<file path="src/design/mjdf_pkg.sv">
// -----------------------------------------------------------------------------
// mjdf_pkg
// Shared types, character codes and pattern tables of the multipart deframer.
// -----------------------------------------------------------------------------
package mjdf_pkg;

   localparam int unsigned LEN_BITS_DEF = 24;

   localparam int unsigned BND_BITS = 4;
   localparam int unsigned KEY_BITS = 4;
   localparam int unsigned END_BITS = 2;

   // last index of each pattern
   localparam logic [BND_BITS-1:0] BND_LAST = 4'd8;
   localparam logic [KEY_BITS-1:0] KEY_LAST = 4'd15;
   localparam logic [END_BITS-1:0] END_LAST = 2'd3;

   localparam logic [BND_BITS-1:0] BND_ONE = 4'd1;
   localparam logic [BND_BITS-1:0] BND_TWO = 4'd2;
   localparam logic [KEY_BITS-1:0] KEY_ONE = 4'd1;
   localparam logic [END_BITS-1:0] END_ONE = 2'd1;

   localparam logic [7:0] CHR_TAB   = 8'h09;
   localparam logic [7:0] CHR_LF    = 8'h0A;
   localparam logic [7:0] CHR_VT    = 8'h0B;
   localparam logic [7:0] CHR_FF    = 8'h0C;
   localparam logic [7:0] CHR_CR    = 8'h0D;
   localparam logic [7:0] CHR_SPACE = 8'h20;
   localparam logic [7:0] CHR_DASH  = 8'h2D;
   localparam logic [7:0] CHR_ZERO  = 8'h30;
   localparam logic [7:0] CHR_NINE  = 8'h39;
   localparam logic [7:0] CHR_C_UP  = 8'h43;

   typedef enum logic [2:0] {
      PH_HUNT    = 3'b001,
      PH_HEADER  = 3'b010,
      PH_PAYLOAD = 3'b100
   } phase_type;

   typedef enum logic [3:0] {
      NP_NONE   = 4'b0001,
      NP_SKIP   = 4'b0010,
      NP_DIGITS = 4'b0100,
      NP_DONE   = 4'b1000
   } num_phase_type;

   typedef struct packed {
      logic       valid;
      logic [7:0] data;
   } item_type;

   typedef struct packed {
      logic       valid;
      logic [7:0] frame_byte;
      logic       frame_last;
   } result_type;

   // "--frame\r\n"
   function automatic logic [7:0] bnd_char(input logic [BND_BITS-1:0] idx);
      logic [7:0] ch;
      case (idx)
         4'd0:    ch = 8'h2D;
         4'd1:    ch = 8'h2D;
         4'd2:    ch = 8'h66;
         4'd3:    ch = 8'h72;
         4'd4:    ch = 8'h61;
         4'd5:    ch = 8'h6D;
         4'd6:    ch = 8'h65;
         4'd7:    ch = 8'h0D;
         4'd8:    ch = 8'h0A;
         default: ch = 8'h00;
      endcase
      return ch;
   endfunction

   // "Content-Length: "
   function automatic logic [7:0] key_char(input logic [KEY_BITS-1:0] idx);
      logic [7:0] ch;
      case (idx)
         4'd0:    ch = 8'h43;
         4'd1:    ch = 8'h6F;
         4'd2:    ch = 8'h6E;
         4'd3:    ch = 8'h74;
         4'd4:    ch = 8'h65;
         4'd5:    ch = 8'h6E;
         4'd6:    ch = 8'h74;
         4'd7:    ch = 8'h2D;
         4'd8:    ch = 8'h4C;
         4'd9:    ch = 8'h65;
         4'd10:   ch = 8'h6E;
         4'd11:   ch = 8'h67;
         4'd12:   ch = 8'h74;
         4'd13:   ch = 8'h68;
         4'd14:   ch = 8'h3A;
         4'd15:   ch = 8'h20;
         default: ch = 8'h00;
      endcase
      return ch;
   endfunction

   // "\r\n\r\n"
   function automatic logic [7:0] end_char(input logic [END_BITS-1:0] idx);
      return idx[0] ? CHR_LF : CHR_CR;
   endfunction

   function automatic logic is_ws(input logic [7:0] ch);
      return (ch == CHR_SPACE) || (ch == CHR_TAB) || (ch == CHR_CR) ||
             (ch == CHR_LF) || (ch == CHR_VT) || (ch == CHR_FF);
   endfunction

endpackage

</file>
<file path="src/design/mjdf_chan_if.sv">
// -----------------------------------------------------------------------------
// mjdf channel interfaces
// Valid/ready channels for stream bytes in and frame bytes out.
// -----------------------------------------------------------------------------
interface mjdf_req_if;
   logic       valid;
   logic       ready;
   logic [7:0] in_byte;

   modport source (output valid, output in_byte, input ready);
   modport sink   (input valid, input in_byte, output ready);
endinterface

interface mjdf_rsp_if;
   logic       valid;
   logic       ready;
   logic [7:0] frame_byte;
   logic       frame_last;

   modport source (output valid, output frame_byte, output frame_last, input ready);
   modport sink   (input valid, input frame_byte, input frame_last, output ready);
endinterface

</file>
<file path="src/design/mjdf_input_reg.sv">
// -----------------------------------------------------------------------------
// mjdf_input_reg
// Input register: holds one stream byte until the parser consumes it.
// -----------------------------------------------------------------------------
module mjdf_input_reg (
   input  logic               clock,
   input  logic               reset,
   mjdf_req_if.sink           req_chan,
   input  logic               take,
   output mjdf_pkg::item_type item
);
   import mjdf_pkg::*;

   logic       valid_ff, valid_in;
   logic [7:0] data_ff, data_in;
   logic       accept;

   assign req_chan.ready = !valid_ff || take;
   assign accept         = req_chan.valid && req_chan.ready;

   always_comb begin
      valid_in = valid_ff;
      data_in  = data_ff;
      if (accept) begin
         valid_in = 1'b1;
         data_in  = req_chan.in_byte;
      end else if (take) begin
         valid_in = 1'b0;
      end
   end

   always_ff @(posedge clock) begin
      if (reset) begin
         valid_ff <= 1'b0;
      end else begin
         valid_ff <= valid_in;
      end
   end

   always_ff @(posedge clock) begin
      data_ff <= data_in;
   end

   assign item.valid = valid_ff;
   assign item.data  = data_ff;

   a_hold_unconsumed: assert property (@(posedge clock) disable iff (reset)
      valid_ff && !take |=> valid_ff && $stable(data_ff))
      else $error("input register lost or changed an unconsumed byte");

   a_take_clears: assert property (@(posedge clock) disable iff (reset)
      valid_ff && take && !accept |=> !valid_ff)
      else $error("consumed byte still marked valid");

   a_empty_ready: assert property (@(posedge clock) disable iff (reset)
      !valid_ff |-> req_chan.ready)
      else $error("empty input register not ready");

endmodule

</file>
<file path="src/design/mjdf_step.sv">
// -----------------------------------------------------------------------------
// mjdf_step
// Parser state and per-byte update: boundary hunt, header scan, payload count.
// -----------------------------------------------------------------------------
module mjdf_step #(
   parameter int unsigned LEN_BITS = mjdf_pkg::LEN_BITS_DEF
) (
   input  logic                 clock,
   input  logic                 reset,
   input  mjdf_pkg::item_type   item,
   input  logic                 take,
   output mjdf_pkg::result_type result
);
   import mjdf_pkg::*;

   localparam int unsigned ACC_BITS = LEN_BITS + 4;
   localparam logic [LEN_BITS-1:0] LEN_MAX = {LEN_BITS{1'b1}};
   localparam logic [LEN_BITS-1:0] LEN_ONE = {{(LEN_BITS-1){1'b0}}, 1'b1};

   phase_type           phase_ff, phase_in;
   num_phase_type       num_ff, num_in;
   logic [BND_BITS-1:0] bnd_ff, bnd_in;
   logic [KEY_BITS-1:0] key_ff, key_in;
   logic [END_BITS-1:0] end_ff, end_in;
   logic [LEN_BITS-1:0] len_ff, len_in;
   logic [LEN_BITS-1:0] left_ff, left_in;

   logic                fire;
   logic [7:0]          ch;
   logic                digit;
   logic [3:0]          digit_val;
   logic [ACC_BITS-1:0] acc;
   logic [LEN_BITS-1:0] len_digit;
   logic                last;

   assign fire      = item.valid && take;
   assign ch        = item.data;
   assign digit     = (ch >= CHR_ZERO) && (ch <= CHR_NINE);
   assign digit_val = 4'(ch - CHR_ZERO);

   // len * 10 + digit, saturating
   assign acc = {1'b0, len_ff, 3'b000} + {3'b000, len_ff, 1'b0} +
                {{LEN_BITS{1'b0}}, digit_val};
   assign len_digit = (acc > {4'b0000, LEN_MAX}) ? LEN_MAX : acc[LEN_BITS-1:0];

   assign last = (left_ff[LEN_BITS-1:1] == '0);

   always_comb begin
      phase_in = phase_ff;
      num_in   = num_ff;
      bnd_in   = bnd_ff;
      key_in   = key_ff;
      end_in   = end_ff;
      len_in   = len_ff;
      left_in  = left_ff;
      result   = '0;
      if (fire) begin
         case (phase_ff)
            PH_PAYLOAD: begin
               result.valid      = 1'b1;
               result.frame_byte = ch;
               result.frame_last = last;
               left_in = (left_ff == '0) ? left_ff : left_ff - LEN_ONE;
               if (last) begin
                  phase_in = PH_HUNT;
                  bnd_in   = '0;
               end
            end
            PH_HEADER: begin
               case (num_ff)
                  NP_NONE: begin
                     if (ch == key_char(key_ff)) begin
                        if (key_ff == KEY_LAST) begin
                           num_in = NP_SKIP;
                        end else begin
                           key_in = key_ff + KEY_ONE;
                        end
                     end else begin
                        key_in = (ch == CHR_C_UP) ? KEY_ONE : '0;
                     end
                  end
                  NP_SKIP: begin
                     if (digit) begin
                        num_in = NP_DIGITS;
                        len_in = len_digit;
                     end else if (!is_ws(ch)) begin
                        num_in = NP_DONE;
                     end
                  end
                  NP_DIGITS: begin
                     if (digit) begin
                        len_in = len_digit;
                     end else begin
                        num_in = NP_DONE;
                     end
                  end
                  default: begin
                  end
               endcase
               if (ch == end_char(end_ff)) begin
                  if (end_ff == END_LAST) begin
                     // blank line seen: zero length drops the part
                     if (len_in == '0) begin
                        phase_in = PH_HUNT;
                        bnd_in   = '0;
                     end else begin
                        phase_in = PH_PAYLOAD;
                        left_in  = len_in;
                     end
                  end else begin
                     end_in = end_ff + END_ONE;
                  end
               end else begin
                  end_in = (ch == CHR_CR) ? END_ONE : '0;
               end
            end
            default: begin
               phase_in = PH_HUNT;
               if (ch == bnd_char(bnd_ff)) begin
                  if (bnd_ff == BND_LAST) begin
                     bnd_in   = '0;
                     phase_in = PH_HEADER;
                     end_in   = '0;
                     key_in   = '0;
                     num_in   = NP_NONE;
                     len_in   = '0;
                  end else begin
                     bnd_in = bnd_ff + BND_ONE;
                  end
               end else if (ch == CHR_DASH) begin
                  // extra dashes keep the "--" prefix matched
                  bnd_in = (bnd_ff == BND_TWO) ? BND_TWO : BND_ONE;
               end else begin
                  bnd_in = '0;
               end
            end
         endcase
      end
   end

   always_ff @(posedge clock) begin
      if (reset) begin
         phase_ff <= PH_HUNT;
         num_ff   <= NP_NONE;
         bnd_ff   <= '0;
         key_ff   <= '0;
         end_ff   <= '0;
         len_ff   <= '0;
         left_ff  <= '0;
      end else begin
         phase_ff <= phase_in;
         num_ff   <= num_in;
         bnd_ff   <= bnd_in;
         key_ff   <= key_in;
         end_ff   <= end_in;
         len_ff   <= len_in;
         left_ff  <= left_in;
      end
   end

   a_payload_nonempty: assert property (@(posedge clock) disable iff (reset)
      phase_ff == PH_PAYLOAD |-> left_ff != '0)
      else $error("payload phase with no bytes left");

   a_last_to_hunt: assert property (@(posedge clock) disable iff (reset)
      result.valid && result.frame_last |=> phase_ff == PH_HUNT && bnd_ff == '0)
      else $error("last frame byte did not return to hunting");

   a_result_from_payload: assert property (@(posedge clock) disable iff (reset)
      result.valid |-> phase_ff == PH_PAYLOAD && fire)
      else $error("result produced outside payload");

   a_bnd_range: assert property (@(posedge clock) disable iff (reset)
      bnd_ff <= BND_LAST)
      else $error("boundary match count out of range");

endmodule

</file>
<file path="src/design/mjdf_output_reg.sv">
// -----------------------------------------------------------------------------
// mjdf_output_reg
// Result register: holds one frame byte until the consumer takes it.
// -----------------------------------------------------------------------------
module mjdf_output_reg (
   input  logic                 clock,
   input  logic                 reset,
   input  mjdf_pkg::result_type result,
   output logic                 advance,
   mjdf_rsp_if.source           rsp_chan
);
   import mjdf_pkg::*;

   logic       valid_ff, valid_in;
   logic [7:0] byte_ff, byte_in;
   logic       last_ff, last_in;

   assign advance = !valid_ff || rsp_chan.ready;

   always_comb begin
      valid_in = valid_ff;
      byte_in  = byte_ff;
      last_in  = last_ff;
      if (advance) begin
         valid_in = result.valid;
         byte_in  = result.frame_byte;
         last_in  = result.frame_last;
      end
   end

   always_ff @(posedge clock) begin
      if (reset) begin
         valid_ff <= 1'b0;
      end else begin
         valid_ff <= valid_in;
      end
   end

   always_ff @(posedge clock) begin
      byte_ff <= byte_in;
      last_ff <= last_in;
   end

   assign rsp_chan.valid      = valid_ff;
   assign rsp_chan.frame_byte = byte_ff;
   assign rsp_chan.frame_last = last_ff;

   a_no_overwrite: assert property (@(posedge clock) disable iff (reset)
      !advance |-> !result.valid)
      else $error("result produced while output register is stalled");

   a_load: assert property (@(posedge clock) disable iff (reset)
      result.valid |=> valid_ff && byte_ff == $past(result.frame_byte))
      else $error("result not captured");

   a_drain: assert property (@(posedge clock) disable iff (reset)
      valid_ff && rsp_chan.ready && !result.valid |=> !valid_ff)
      else $error("delivered result repeated");

endmodule

</file>
<file path="src/design/mjpeg_multipart_deframer.sv">
// -----------------------------------------------------------------------------
// mjpeg_multipart_deframer
// Extracts JPEG frames from MJPEG multipart bytes, one byte a cycle unless stalled.
// -----------------------------------------------------------------------------
//  channel   dir  payload                    transfer
//  req_chan  in   in_byte[7:0]               valid & ready
//  rsp_chan  out  frame_byte[7:0], frame_last valid & ready
//
//  one stream byte per cycle sustained while rsp_chan is not stalled; a taken
//  byte passes the input register, then the parser update into the result
//  register, and its frame byte, if any, shows on rsp_chan from there
//  reset (synchronous) empties both registers and starts hunting for a boundary
//  a stalled rsp_chan holds the parser; req_chan then takes at most one more byte
// -----------------------------------------------------------------------------
module mjpeg_multipart_deframer #(
   parameter int unsigned LEN_BITS = mjdf_pkg::LEN_BITS_DEF
) (
   input  logic       clock,
   input  logic       reset,
   mjdf_req_if.sink   req_chan,
   mjdf_rsp_if.source rsp_chan
);
   import mjdf_pkg::*;

   item_type   item;
   result_type result;
   logic       advance;

   mjdf_input_reg u_input_reg (
      .clock    (clock),
      .reset    (reset),
      .req_chan (req_chan),
      .take     (advance),
      .item     (item)
   );

   mjdf_step #(
      .LEN_BITS (LEN_BITS)
   ) u_step (
      .clock  (clock),
      .reset  (reset),
      .item   (item),
      .take   (advance),
      .result (result)
   );

   mjdf_output_reg u_output_reg (
      .clock    (clock),
      .reset    (reset),
      .result   (result),
      .advance  (advance),
      .rsp_chan (rsp_chan)
   );

endmodule
</file>
<file path="src/flat_wrapper.sv">
// flat-port wrapper written by rule: the top's interface ports become plain ports
module mjpeg_multipart_deframer_flat import mjdf_pkg::*;
#(
   parameter int unsigned LEN_BITS = mjdf_pkg::LEN_BITS_DEF
)
  (clock, reset, req_chan_valid, req_chan_in_byte, req_chan_ready, rsp_chan_valid, rsp_chan_frame_byte, rsp_chan_frame_last, rsp_chan_ready);
  mjdf_req_if req_chan_i ();
  mjdf_rsp_if rsp_chan_i ();
  input  logic clock;
  input  logic reset;
  input wire logic [$bits(req_chan_i.valid)-1:0] req_chan_valid;
  input wire logic [$bits(req_chan_i.in_byte)-1:0] req_chan_in_byte;
  output wire logic [$bits(req_chan_i.ready)-1:0] req_chan_ready;
  output wire logic [$bits(rsp_chan_i.valid)-1:0] rsp_chan_valid;
  output wire logic [$bits(rsp_chan_i.frame_byte)-1:0] rsp_chan_frame_byte;
  output wire logic [$bits(rsp_chan_i.frame_last)-1:0] rsp_chan_frame_last;
  input wire logic [$bits(rsp_chan_i.ready)-1:0] rsp_chan_ready;
  assign req_chan_i.valid = req_chan_valid;
  assign req_chan_i.in_byte = req_chan_in_byte;
  assign req_chan_ready = req_chan_i.ready;
  assign rsp_chan_valid = rsp_chan_i.valid;
  assign rsp_chan_frame_byte = rsp_chan_i.frame_byte;
  assign rsp_chan_frame_last = rsp_chan_i.frame_last;
  assign rsp_chan_i.ready = rsp_chan_ready;
  mjpeg_multipart_deframer #(.LEN_BITS(LEN_BITS)) u_core (.clock(clock), .reset(reset), .req_chan(req_chan_i), .rsp_chan(rsp_chan_i));
endmodule
</file>
<file path="config.mk">
export PLATFORM = sky130hd
export DESIGN_NAME = mjpeg_multipart_deframer_flat
export DESIGN_NICKNAME = d
export VERILOG_FILES = /design/src/design/mjdf_pkg.sv /design/src/design/mjdf_chan_if.sv /design/src/design/mjdf_input_reg.sv /design/src/design/mjdf_step.sv /design/src/design/mjdf_output_reg.sv /design/src/design/mjpeg_multipart_deframer.sv /design/src/flat_wrapper.sv
export SDC_FILE = /design/constraint.sdc
export NUM_CORES = 1
export LEC_CHECK = 0
export BUFFER_PORTS_ARGS = -buffer_cell sky130_fd_sc_hd__buf_2
export CORE_ASPECT_RATIO = 1.1
export CORE_UTILIZATION = 45
export CTS_CLUSTER_DIAMETER = 60
export DETAILED_ROUTE_END_ITERATION = 8
export MAX_ROUTING_LAYER = met4
export PLACE_DENSITY = 0.63
export SYNTH_ARGS = -nofsm -noshare
export SYNTH_HDL_FRONTEND = slang
export SYNTH_SLANG_ARGS = --single-unit
</file>
<file path="constraint.sdc">
create_clock -name clock -period 4.4 [get_ports clock]
set_clock_uncertainty 0.2 [all_clocks]
set_input_delay 0.22 -clock clock [delete_from_list [all_inputs] [get_ports clock]]
set_output_delay 0.22 -clock clock [all_outputs]
set_load 0.05 [all_outputs]
</file>
Word-level counts from Yosys, hierarchy flattened:

Memory sizes are Yosys's and may differ from the RTL's. A register that Yosys moved wholly into a read port is not among the register bits.
Cells that the tools add are included.

* register bits: 84
* bits in latches: 0
* RAM bits: 0
* bits in read-only memories: 224
* input bits: 12
* output and inout bits: 11
* word-level logic and storage cells: 153
* memories: 2

* add/subtract/negate cells: 7
* multiply operators: 0
* divide/modulo/power cells: 0
* $lt $le $gt $ge: 3
* eq/ne operators: 34
* shift operators: 0
* multiplexer cells: 65
* bitwise gates (word level): 1
* reductions and logical operators: 29

Memory list
* (name not given): depth 16, width 7, rd ports 1, clocked after Yosys merged registers in 1, wr ports 0, line mjdf_pkg.sv:79 `case (idx)`
* (name not given): depth 16, width 7, rd ports 1, clocked after Yosys merged registers in 1, wr ports 0, line mjdf_pkg.sv:61 `case (idx)`

Operators with widths (count)
* 2-to-1 mux 24 bit: 11
* case mux 24 bit (2 select lines): 2
* 2-to-1 mux 4 bit: 22
* zero test 24 bit: 2
* == test 8 x 4 -> 1 bit (second input constant): 5
* 2-to-1 mux 8 bit: 5
* adder 27 x 25 -> 28 bit: 1
* adder 28 x 4 -> 28 bit: 1
* > comparator 28 x 24 -> 1 bit (second input constant): 1
* case mux 4 bit (2 select lines): 3
* subtractor 24 x 1 -> 24 bit (second input constant): 1
* zero test 23 bit: 1
* 2-to-1 mux 10 bit: 2
* == test 8 x 6 -> 1 bit (second input constant): 2
* == test 8 bit: 2
* 2-to-1 mux 2 bit: 8
* 2-to-1 mux 3 bit: 5
* != test 3 bit (second input constant): 5
* != test 2 bit (second input constant): 6
* case mux 4 bit (3 select lines): 1
* AND reduction 6 bit: 2
* AND reduction 5 bit: 2
* AND reduction 9 bit: 1
* adder 4 x 1 -> 4 bit (second input constant): 2
* other kinds (27): 46

Logic depth before layout (Yosys ltp):

Gate-level depths: netlist of the first run.

* depth in word-level cells: 15
* depth in mapped cells: 20
* mapped depth without buffers: 17

Hierarchy:

A second synthesis of the first run with hierarchy kept.

* cell total of the unflattened synthesis: 935
* area total of the unflattened synthesis: 7419.6 µm²

By module, submodules not included
* mjdf_step: instances 1, cells each 908, area an instance 6800.3 µm², sequential area each 1581.5 µm²
* mjdf_output_reg: instances 1, cells each 13, area an instance 316.6 µm², sequential area each 290.3 µm²
* mjdf_input_reg: instances 1, cells each 14, area an instance 302.8 µm², sequential area each 260.2 µm²

Worst setup path after synthesis of the first run:

OpenSTA, ideal clock, no wires.

* kind: reg2reg
* start: register u_core.u_input_reg.data_ff[3]
* end: register (tool-made name)
* setup time: 0.066 ns
* data arrival time: 4.452 ns
* data required time: 4.134 ns
* setup slack: -0.319 ns
* cell stages (with the launch flop): 20
* buffers on the path: 2
* period minus slack after synthesis: 4.719 ns
* path through: edfxtp_1 -> clkbuf_1 -> inv_1 -> fa_1 -> inv_1 -> fa_1 -> a21o_1 -> a221o_1 -> a21oi_4 -> o211ai_2 -> xnor2_2 -> nand4_4 -> o41a_1 -> nor3b_2 -> a21oi_2 -> a21o_1 -> buf_6 -> and3_4 -> mux2_2 -> a21oi_2

RTL lines
* start, declared: line mjdf_input_reg.sv:15 `logic [7:0] data_ff, data_in;`
* start signal, assigned: line mjdf_input_reg.sv:41 `data_ff <= data_in;`

==> results.sh, run 1 <==
export IMPL_status="finished with violations"
export IMPL_violations="setup timing"
export IMPL_wl_per_cell_microns=17.21
export IMPL_place_area_sq_um=7829
export IMPL_arrival_ns=4.60
export IMPL_synth_nets=985
export IMPL_first_pass_iters=5
export IMPL_io_buffers=22
export IMPL_ys_ff_latch=98
export IMPL_hold_violations=0
export IMPL_finalSetupViolations=29
export IMPL_critical_path_class="reg -> reg"
export IMPL_synthTopCellsByArea="dfxtp_1, ha_1, edfxtp_1, nor2_1, a21oi_1"
export IMPL_reg2regPathDepth=17
export IMPL_rrSetupSlack_ns=-0.11
export IMPL_slew_headroom_pct=51.02
export IMPL_layout_drive_gt1_share_pct=15.63
export IMPL_grt_max_degree=65
export IMPL_drv_slew=0
export IMPL_cp_data_required_time_ns=4.49
export IMPL_io_pins=23
export IMPL_die_h_microns=133.6
export IMPL_fin_crit_sh_pct=102.6
export IMPL_drv_cap=0
export IMPL_rows=47
export IMPL_finalWirelength_microns=20460
export IMPL_vias=6979
export IMPL_fillers=1478
export IMPL_startpoint="u_core.u_step.len_ff[0]"
export IMPL_leakage_nw=3.504
export IMPL_via_per_inst=5.870
export IMPL_crit_fanout=5
export IMPL_synth_area_per_cell_sq_um=7.765
export IMPL_worst_pin_slew_ns=0.7348
export IMPL_place_inst=1158
export IMPL_clock_latency_ns=0.35
export IMPL_dr_first_iter_drc_count=490
export IMPL_nets=1059
export IMPL_cp_end_kind="flip-flop"
export IMPL_htree_levels=3
export IMPL_final_area_sq_um=8399
export IMPL_cts_tree="yes"
export IMPL_grt_usage_pct=26.37
export IMPL_yosysMostFrequentCell="nor2_1"
export IMPL_multi_input_area_sq_um=4792
export IMPL_cts_sinks=98
export IMPL_peakVddDrop_uv=187.7
export IMPL_synth_async_reset_ratio_pct=0
export IMPL_setup_ws_ns=-0.1141
export IMPL_cts_made_buffers=9
export IMPL_grt_pass1_wl_microns=32930
export IMPL_start_util_pct=46.55
export IMPL_drc=0
export IMPL_grt_pass1_vias=6519
export IMPL_ys_warn_count=0
export IMPL_hp_class="in -> reg"
export IMPL_synth_edff_count=17
export IMPL_clockBufferDepth=2
export IMPL_crit_path_start_kind="flip-flop"
export IMPL_clkTransAtPathRegs_ns=0.07
export IMPL_fmax_mhz=221.5
export IMPL_die_area_sq_um=16260
export IMPL_instances_no_fill=1189
export IMPL_synth_cell_types=74
export IMPL_coreArea_sq_um=15230
export IMPL_holdWs_ns=0.1082
export IMPL_rsz0062_at_grt="true"
export IMPL_synth_cell_area_sq_um=7089
export IMPL_ys_seq_area_share_pct=30.07
export IMPL_yosys_area_top_type_share_pct=22.87
export IMPL_rr_startpoint="u_core.u_step.len_ff[0]"
export IMPL_fin_crit_ns=4.514
export IMPL_die_w_microns=121.7
export IMPL_area_growth_pct=18.48
export IMPL_synth_cells=913
export IMPL_grt_ovfl_total=0
export IMPL_antenna_found_initial=1
export IMPL_place_congestion=0.9198
export IMPL_place_hpwl_microns=15410
export IMPL_fin_util_pct=55.15
export IMPL_synth_top_area_cell="dfxtp_1"
export IMPL_p_total_mw=1.872
export IMPL_synth_flop_cell="dfxtp_1"
export IMPL_synth_common_cells="nor2_1, nand2_1, dfxtp_1"
export IMPL_regArea_sq_um=2135
export IMPL_ant_nets=0
export IMPL_root_buffer="clkbuf_16"
export IMPL_powerDensity_nw_per_um2=222.9
## layout by cell type, fill, tap and decap left out, drive strengths merged, types with 5 or more instances in the layout
master / n
a22oi: 30
o31ai: 6
and2: 16
nor3: 29
nand2b: 6
o22ai: 12
ha: 58
xnor2: 10
or3: 18
o211ai: 9
dlygate4sd3: 10
a211oi: 9
edfxtp: 17
xor2: 26
inv: 32
nor2: 122
nand3: 17
a21o: 10
a31oi: 10
nor4: 10
o21ai: 71
nand2: 92
clkbuf: 9
buf: 97
nor2b: 7
nand4: 17
and3: 5
dfxtp: 81
a21oi: 81
## final cells by class
class	instances	area share, %
antenna	1	0.02979
multi-input combinational	742	57.05
sequential	98	25.41
clock buffer	9	2.681
tap	196	2.920
timing repair buffer	107	9.593
inverter	29	1.296
clock inverter	7	1.013
## through the flow
| stage | setup TNS (ns) | setup slack, ns |
|---|---|---|
| 6_report | -1.460 | -0.1141 |
| 3_5_place_dp | -3.267 | -0.1725 |
| 5_1_grt | -8.399 | -0.3205 |
| 3_3_place_gp | -3.782 | -0.1750 |
| 2_1_floorplan | -0.05290 | -0.05290 |
| 4_1_cts | -0.1247 | -0.04080 |
## where the power goes
part	switching (mW)	internal, mW
clock	0.377	0.454
sequential	0.00928	0.919
combinational	0.0675	0.0452
total	0.454	1.42
## logic make-up after synthesis
logic type | Yosys count | share of synthesized area, %
XOR/XNOR | 36 | 4.554
multiplexers | 5 | 0.7589
AO/OA/AOI/OAI | 283 | 25.43
adder cells (fa/ha/maj) | 60 | 10.80
flip-flops | 98 | 30.07
buffers and inverters | 73 | 4.095
AND/OR/NAND/NOR | 358 | 24.29
## how the worst min path moves through the flow
stage,from,end,cells past startpoint
after floorplan,req_chan_in_byte[0],u_core.u_input_reg.data_ff[0],0
after global placement,req_chan_in_byte[4],u_core.u_input_reg.data_ff[4],1
after detailed placement,req_chan_in_byte[4],u_core.u_input_reg.data_ff[4],1
after CTS,reset,u_core.u_step.num_ff[0],3
after global routing,reset,u_core.u_step.num_ff[0],3
final,reset,u_core.u_step.num_ff[0],3
## critical path, cell delays in order, from the launching register on
cell and delay (ns):
dfxtp_2 0.33, inv_2 0.04, fa_1 0.54, inv_2 0.05, fa_2 0.34, a21o_1 0.20, a221o_1 0.43, a21oi_4 0.20
o211ai_2 0.13, xnor2_2 0.21, nand4_4 0.16, o41ai_2 0.40, nor3b_4 0.31, a21oi_4 0.12, a21o_1 0.21, and3_4 0.17
mux2_4 0.27, a21oi_2 0.13
## what timing repair did
item                                   4_1_cts  5_1_grt
gates resized for setup                     18       14
endpoints found under the hold margin       10        0
setup endpoints to repair                   33       33
pin swaps                                    8        5
buffers inserted                             2        2
hold buffers                                10        0
## layer usage
layer | part of all wire (%) | vias up | track usage (%) | wire (microns)
met2 | 48 | 140 | 43.02 | 9866
met5 | 0 | - | - | 0
met3 | 3.3 | 30 | 3.682 | 672
met1 | 46 | 3310 | 32.90 | 9388
li1 | - | 3499 | - | -
met4 | 2.6 | 0 | 9.739 | 534
Power figures use the tool's default switching activity.
==> inputs of run 2 (changes only) <==
Settings changed: ABC_CLOCK_PERIOD_IN_PS from default to 4400, CORE_ASPECT_RATIO 1.1 to default, SLEW_MARGIN from default to 5.
==> run 2 against run 1 <==
Compared with the run above:
- the run still ends with setup timing left
- power decreased by 1.5%
- register-to-register slack improved by 0.02 ns
- clock power shrank 4.5%
- die area is essentially flat
==> results.sh, run 2 (synthesized netlist as in run 1, its figures left out) <==
export IMPL_antenna_found_initial=0
export IMPL_swShare_pct=24.46
export IMPL_wl_per_cell_microns=17.15
export IMPL_clock_latency_ns=0.35
export IMPL_crit_buf_inv=2
export IMPL_cp_slowest_cell="fa_1"
export IMPL_cts_sinks=98
export IMPL_place_hpwl_microns=14960
export IMPL_leakage_nw=3.612
export IMPL_layout_cells_most_common_list="nor2_1, nand2_1, dfxtp_1"
export IMPL_critical_path_class="reg -> reg"
export IMPL_combPwrFrac_pct=6.6
export IMPL_crit_path_start_kind="flip-flop"
export IMPL_hp_class="in -> reg"
export IMPL_rsz0062_at_grt="true"
export IMPL_worst_pin_slew_ns=0.7058
export IMPL_root_buffer="clkbuf_16"
export IMPL_drc=0
export IMPL_powerDensity_nw_per_um2=210.6
export IMPL_seqPwrFrac_pct=50.3
export IMPL_die_h_microns=127.5
export IMPL_hold_violations=0
export IMPL_htree_levels=3
export IMPL_cp_end_kind="flip-flop"
export IMPL_status="finished with violations"
export IMPL_p_sw_mw=0.4512
export IMPL_io_pins=23
export IMPL_io_buffers=22
export IMPL_violations="setup timing"
export IMPL_setup_ws_ns=-0.09606
export IMPL_antenna_cells=0
export IMPL_cts_tree="yes"
export IMPL_power_internal_mw=1.394
export IMPL_layout_commonest_cell="nor2_1"
export IMPL_dr_first_iter_drc_count=580
export IMPL_instances_no_fill=1214
export IMPL_coreArea_sq_um=15310
export IMPL_slew_headroom_pct=52.35
export IMPL_via_per_inst=5.836
export IMPL_clockBufferDepth=2
export IMPL_fin_crit_sh_pct=102.2
export IMPL_vias=7085
export IMPL_die_w_microns=127.5
export IMPL_critPathTopFamily="compound AO/OA/AOI/OAI gates"
export IMPL_layout_drive_gt1_share_pct=20.64
export IMPL_cp_data_required_time_ns=4.47
export IMPL_cp_cell_sequence="inv_2, fa_1, inv_2, fa_2, a21o_1, a221o_2, a21oi_4, o211ai_2, xnor2_2, nand4_4, o41ai_2, nor3b_4, a21oi_4, o21a_1, a21o_4, nor2b_4, a211oi_2"
export IMPL_drv_cap=0
export IMPL_grt_ovfl_total=0
export IMPL_grt_pass1_vias=6364
export IMPL_p_total_mw=1.845
export IMPL_arrival_ns=4.57
export IMPL_first_pass_iters=6
export IMPL_finalSetupViolations=15
export IMPL_finalWirelength_microns=20820
export IMPL_rows=45
export IMPL_tns_ns=-0.3876
export IMPL_area_growth_pct=23.54
export IMPL_peakVddDrop_uv=192.4
export IMPL_cts_made_buffers=9
export IMPL_nets=1070
export IMPL_die_area_sq_um=16260
export IMPL_ant_nets=0
export IMPL_post_place_ws_ns=-0.1944
export IMPL_grt_max_degree=39
export IMPL_fin_crit_ns=4.496
export IMPL_place_inst=1173
export IMPL_cpPeakStageDelay_ns=0.56
export IMPL_drv_slew=0
export IMPL_crit_fanout=7
export IMPL_clkPwrFrac_pct=43.0
export IMPL_grt_pass1_wl_microns=32580
export IMPL_place_congestion=0.9347
export IMPL_fmax_mhz=222.4
export IMPL_start_util_pct=46.29
export IMPL_clkTransAtPathRegs_ns=0.07
export IMPL_grt_usage_pct=25.79
[run 2: cell types whose count changed in the layout (fill, tap and decap cells not counted), moves of 6 or more]
| cell | before | now |
|---|---|---|
| a21oi_1 | 76 | 69 |
| a21oi_2 | 3 | 10 |
| a22oi_1 | 30 | 15 |
| a22oi_2 | 0 | 15 |
| buf_4 | 71 | 77 |
| o21ai_0 | 69 | 59 |
[run 2: final timing paths]
check / startpoint / endpoint / slack (ns) / cells after the start
worst max register to register: u_core.u_step.len_ff[0] / flip-flop / -0.1 / 17
worst min-delay path: rsp_chan_ready / u_core.u_output_reg.rsp_chan.valid / 0.02 / 4
worst min register to register: u_core.u_step.phase_ff[1] / u_core.u_step.phase_ff[1] / 0.29 / 2
worst max-delay path: u_core.u_step.len_ff[0] / flip-flop / -0.1 / 17
[run 2: power groups by stage]
| stage | Sequential [mW] | Clock [mW] | Combinational [mW] |
|---|---|---|---|
| after floorplan | 0.947 | 0 | 0.0680 |
| after global placement | 0.948 | 0 | 0.105 |
| after detailed placement | 0.949 | 0 | 0.105 |
| after CTS | 0.928 | 0.812 | 0.113 |
| after global routing | 0.929 | 0.850 | 0.133 |
| final | 0.928 | 0.794 | 0.122 |
[run 2: stage by stage]
| step | hold slack [ns] | area, sq um | util (%) |
|---|---|---|---|
| global route | 0.04218 | 8758 | 57.19 |
| detailed placement | 0.1981 | 7835 | 51.16 |
| global placement | 0.1972 | 7835 | 51.16 |
| floorplan | 0.1189 | 7102 | - |
| CTS | 0.01531 | 8372 | 54.67 |
| finish | 0.02158 | 8758 | 57.19 |
[run 2: layout make-up]
cell class | instances | area [sq um]
fillers | 1411 | 6556
multi-input cells | 742 | 4990
flip-flops and latches | 98 | 2135
repair buffers | 118 | 958.4
well taps | 211 | 264.0
clock buffers | 10 | 250.2
inverters | 29 | 108.9
clock inverters | 6 | 52.55
[run 2: routing by layer]
layer	up-vias	track usage [%]	wire, microns
met5	-	-	0
met4	0	4.272	217
met3	25	3.057	875
met2	190	43.59	10090
met1	3350	33.52	9645
li1	3520	-	-
[run 2: repair_timing]
action	4_1_cts	5_1_grt
setup endpoints to repair	32	34
gates resized for setup	25	64
endpoints found under the hold margin	9	0
setup buffers	2	8
hold buffers	9	0
cloned	1	6
pin swaps	14	21
[run 2: worst reg2reg max path, delay by kind of cell, from the launching register on]
kind	cells	cell delay [ns]
AOI/OAI and AO/OA	9	2.10
xor gates and xnor gates	1	0.22
DFF	1	0.33
buffers and inverters	2	0.09
and+or+nand+nor	3	0.61
adders and majority gates	2	0.89
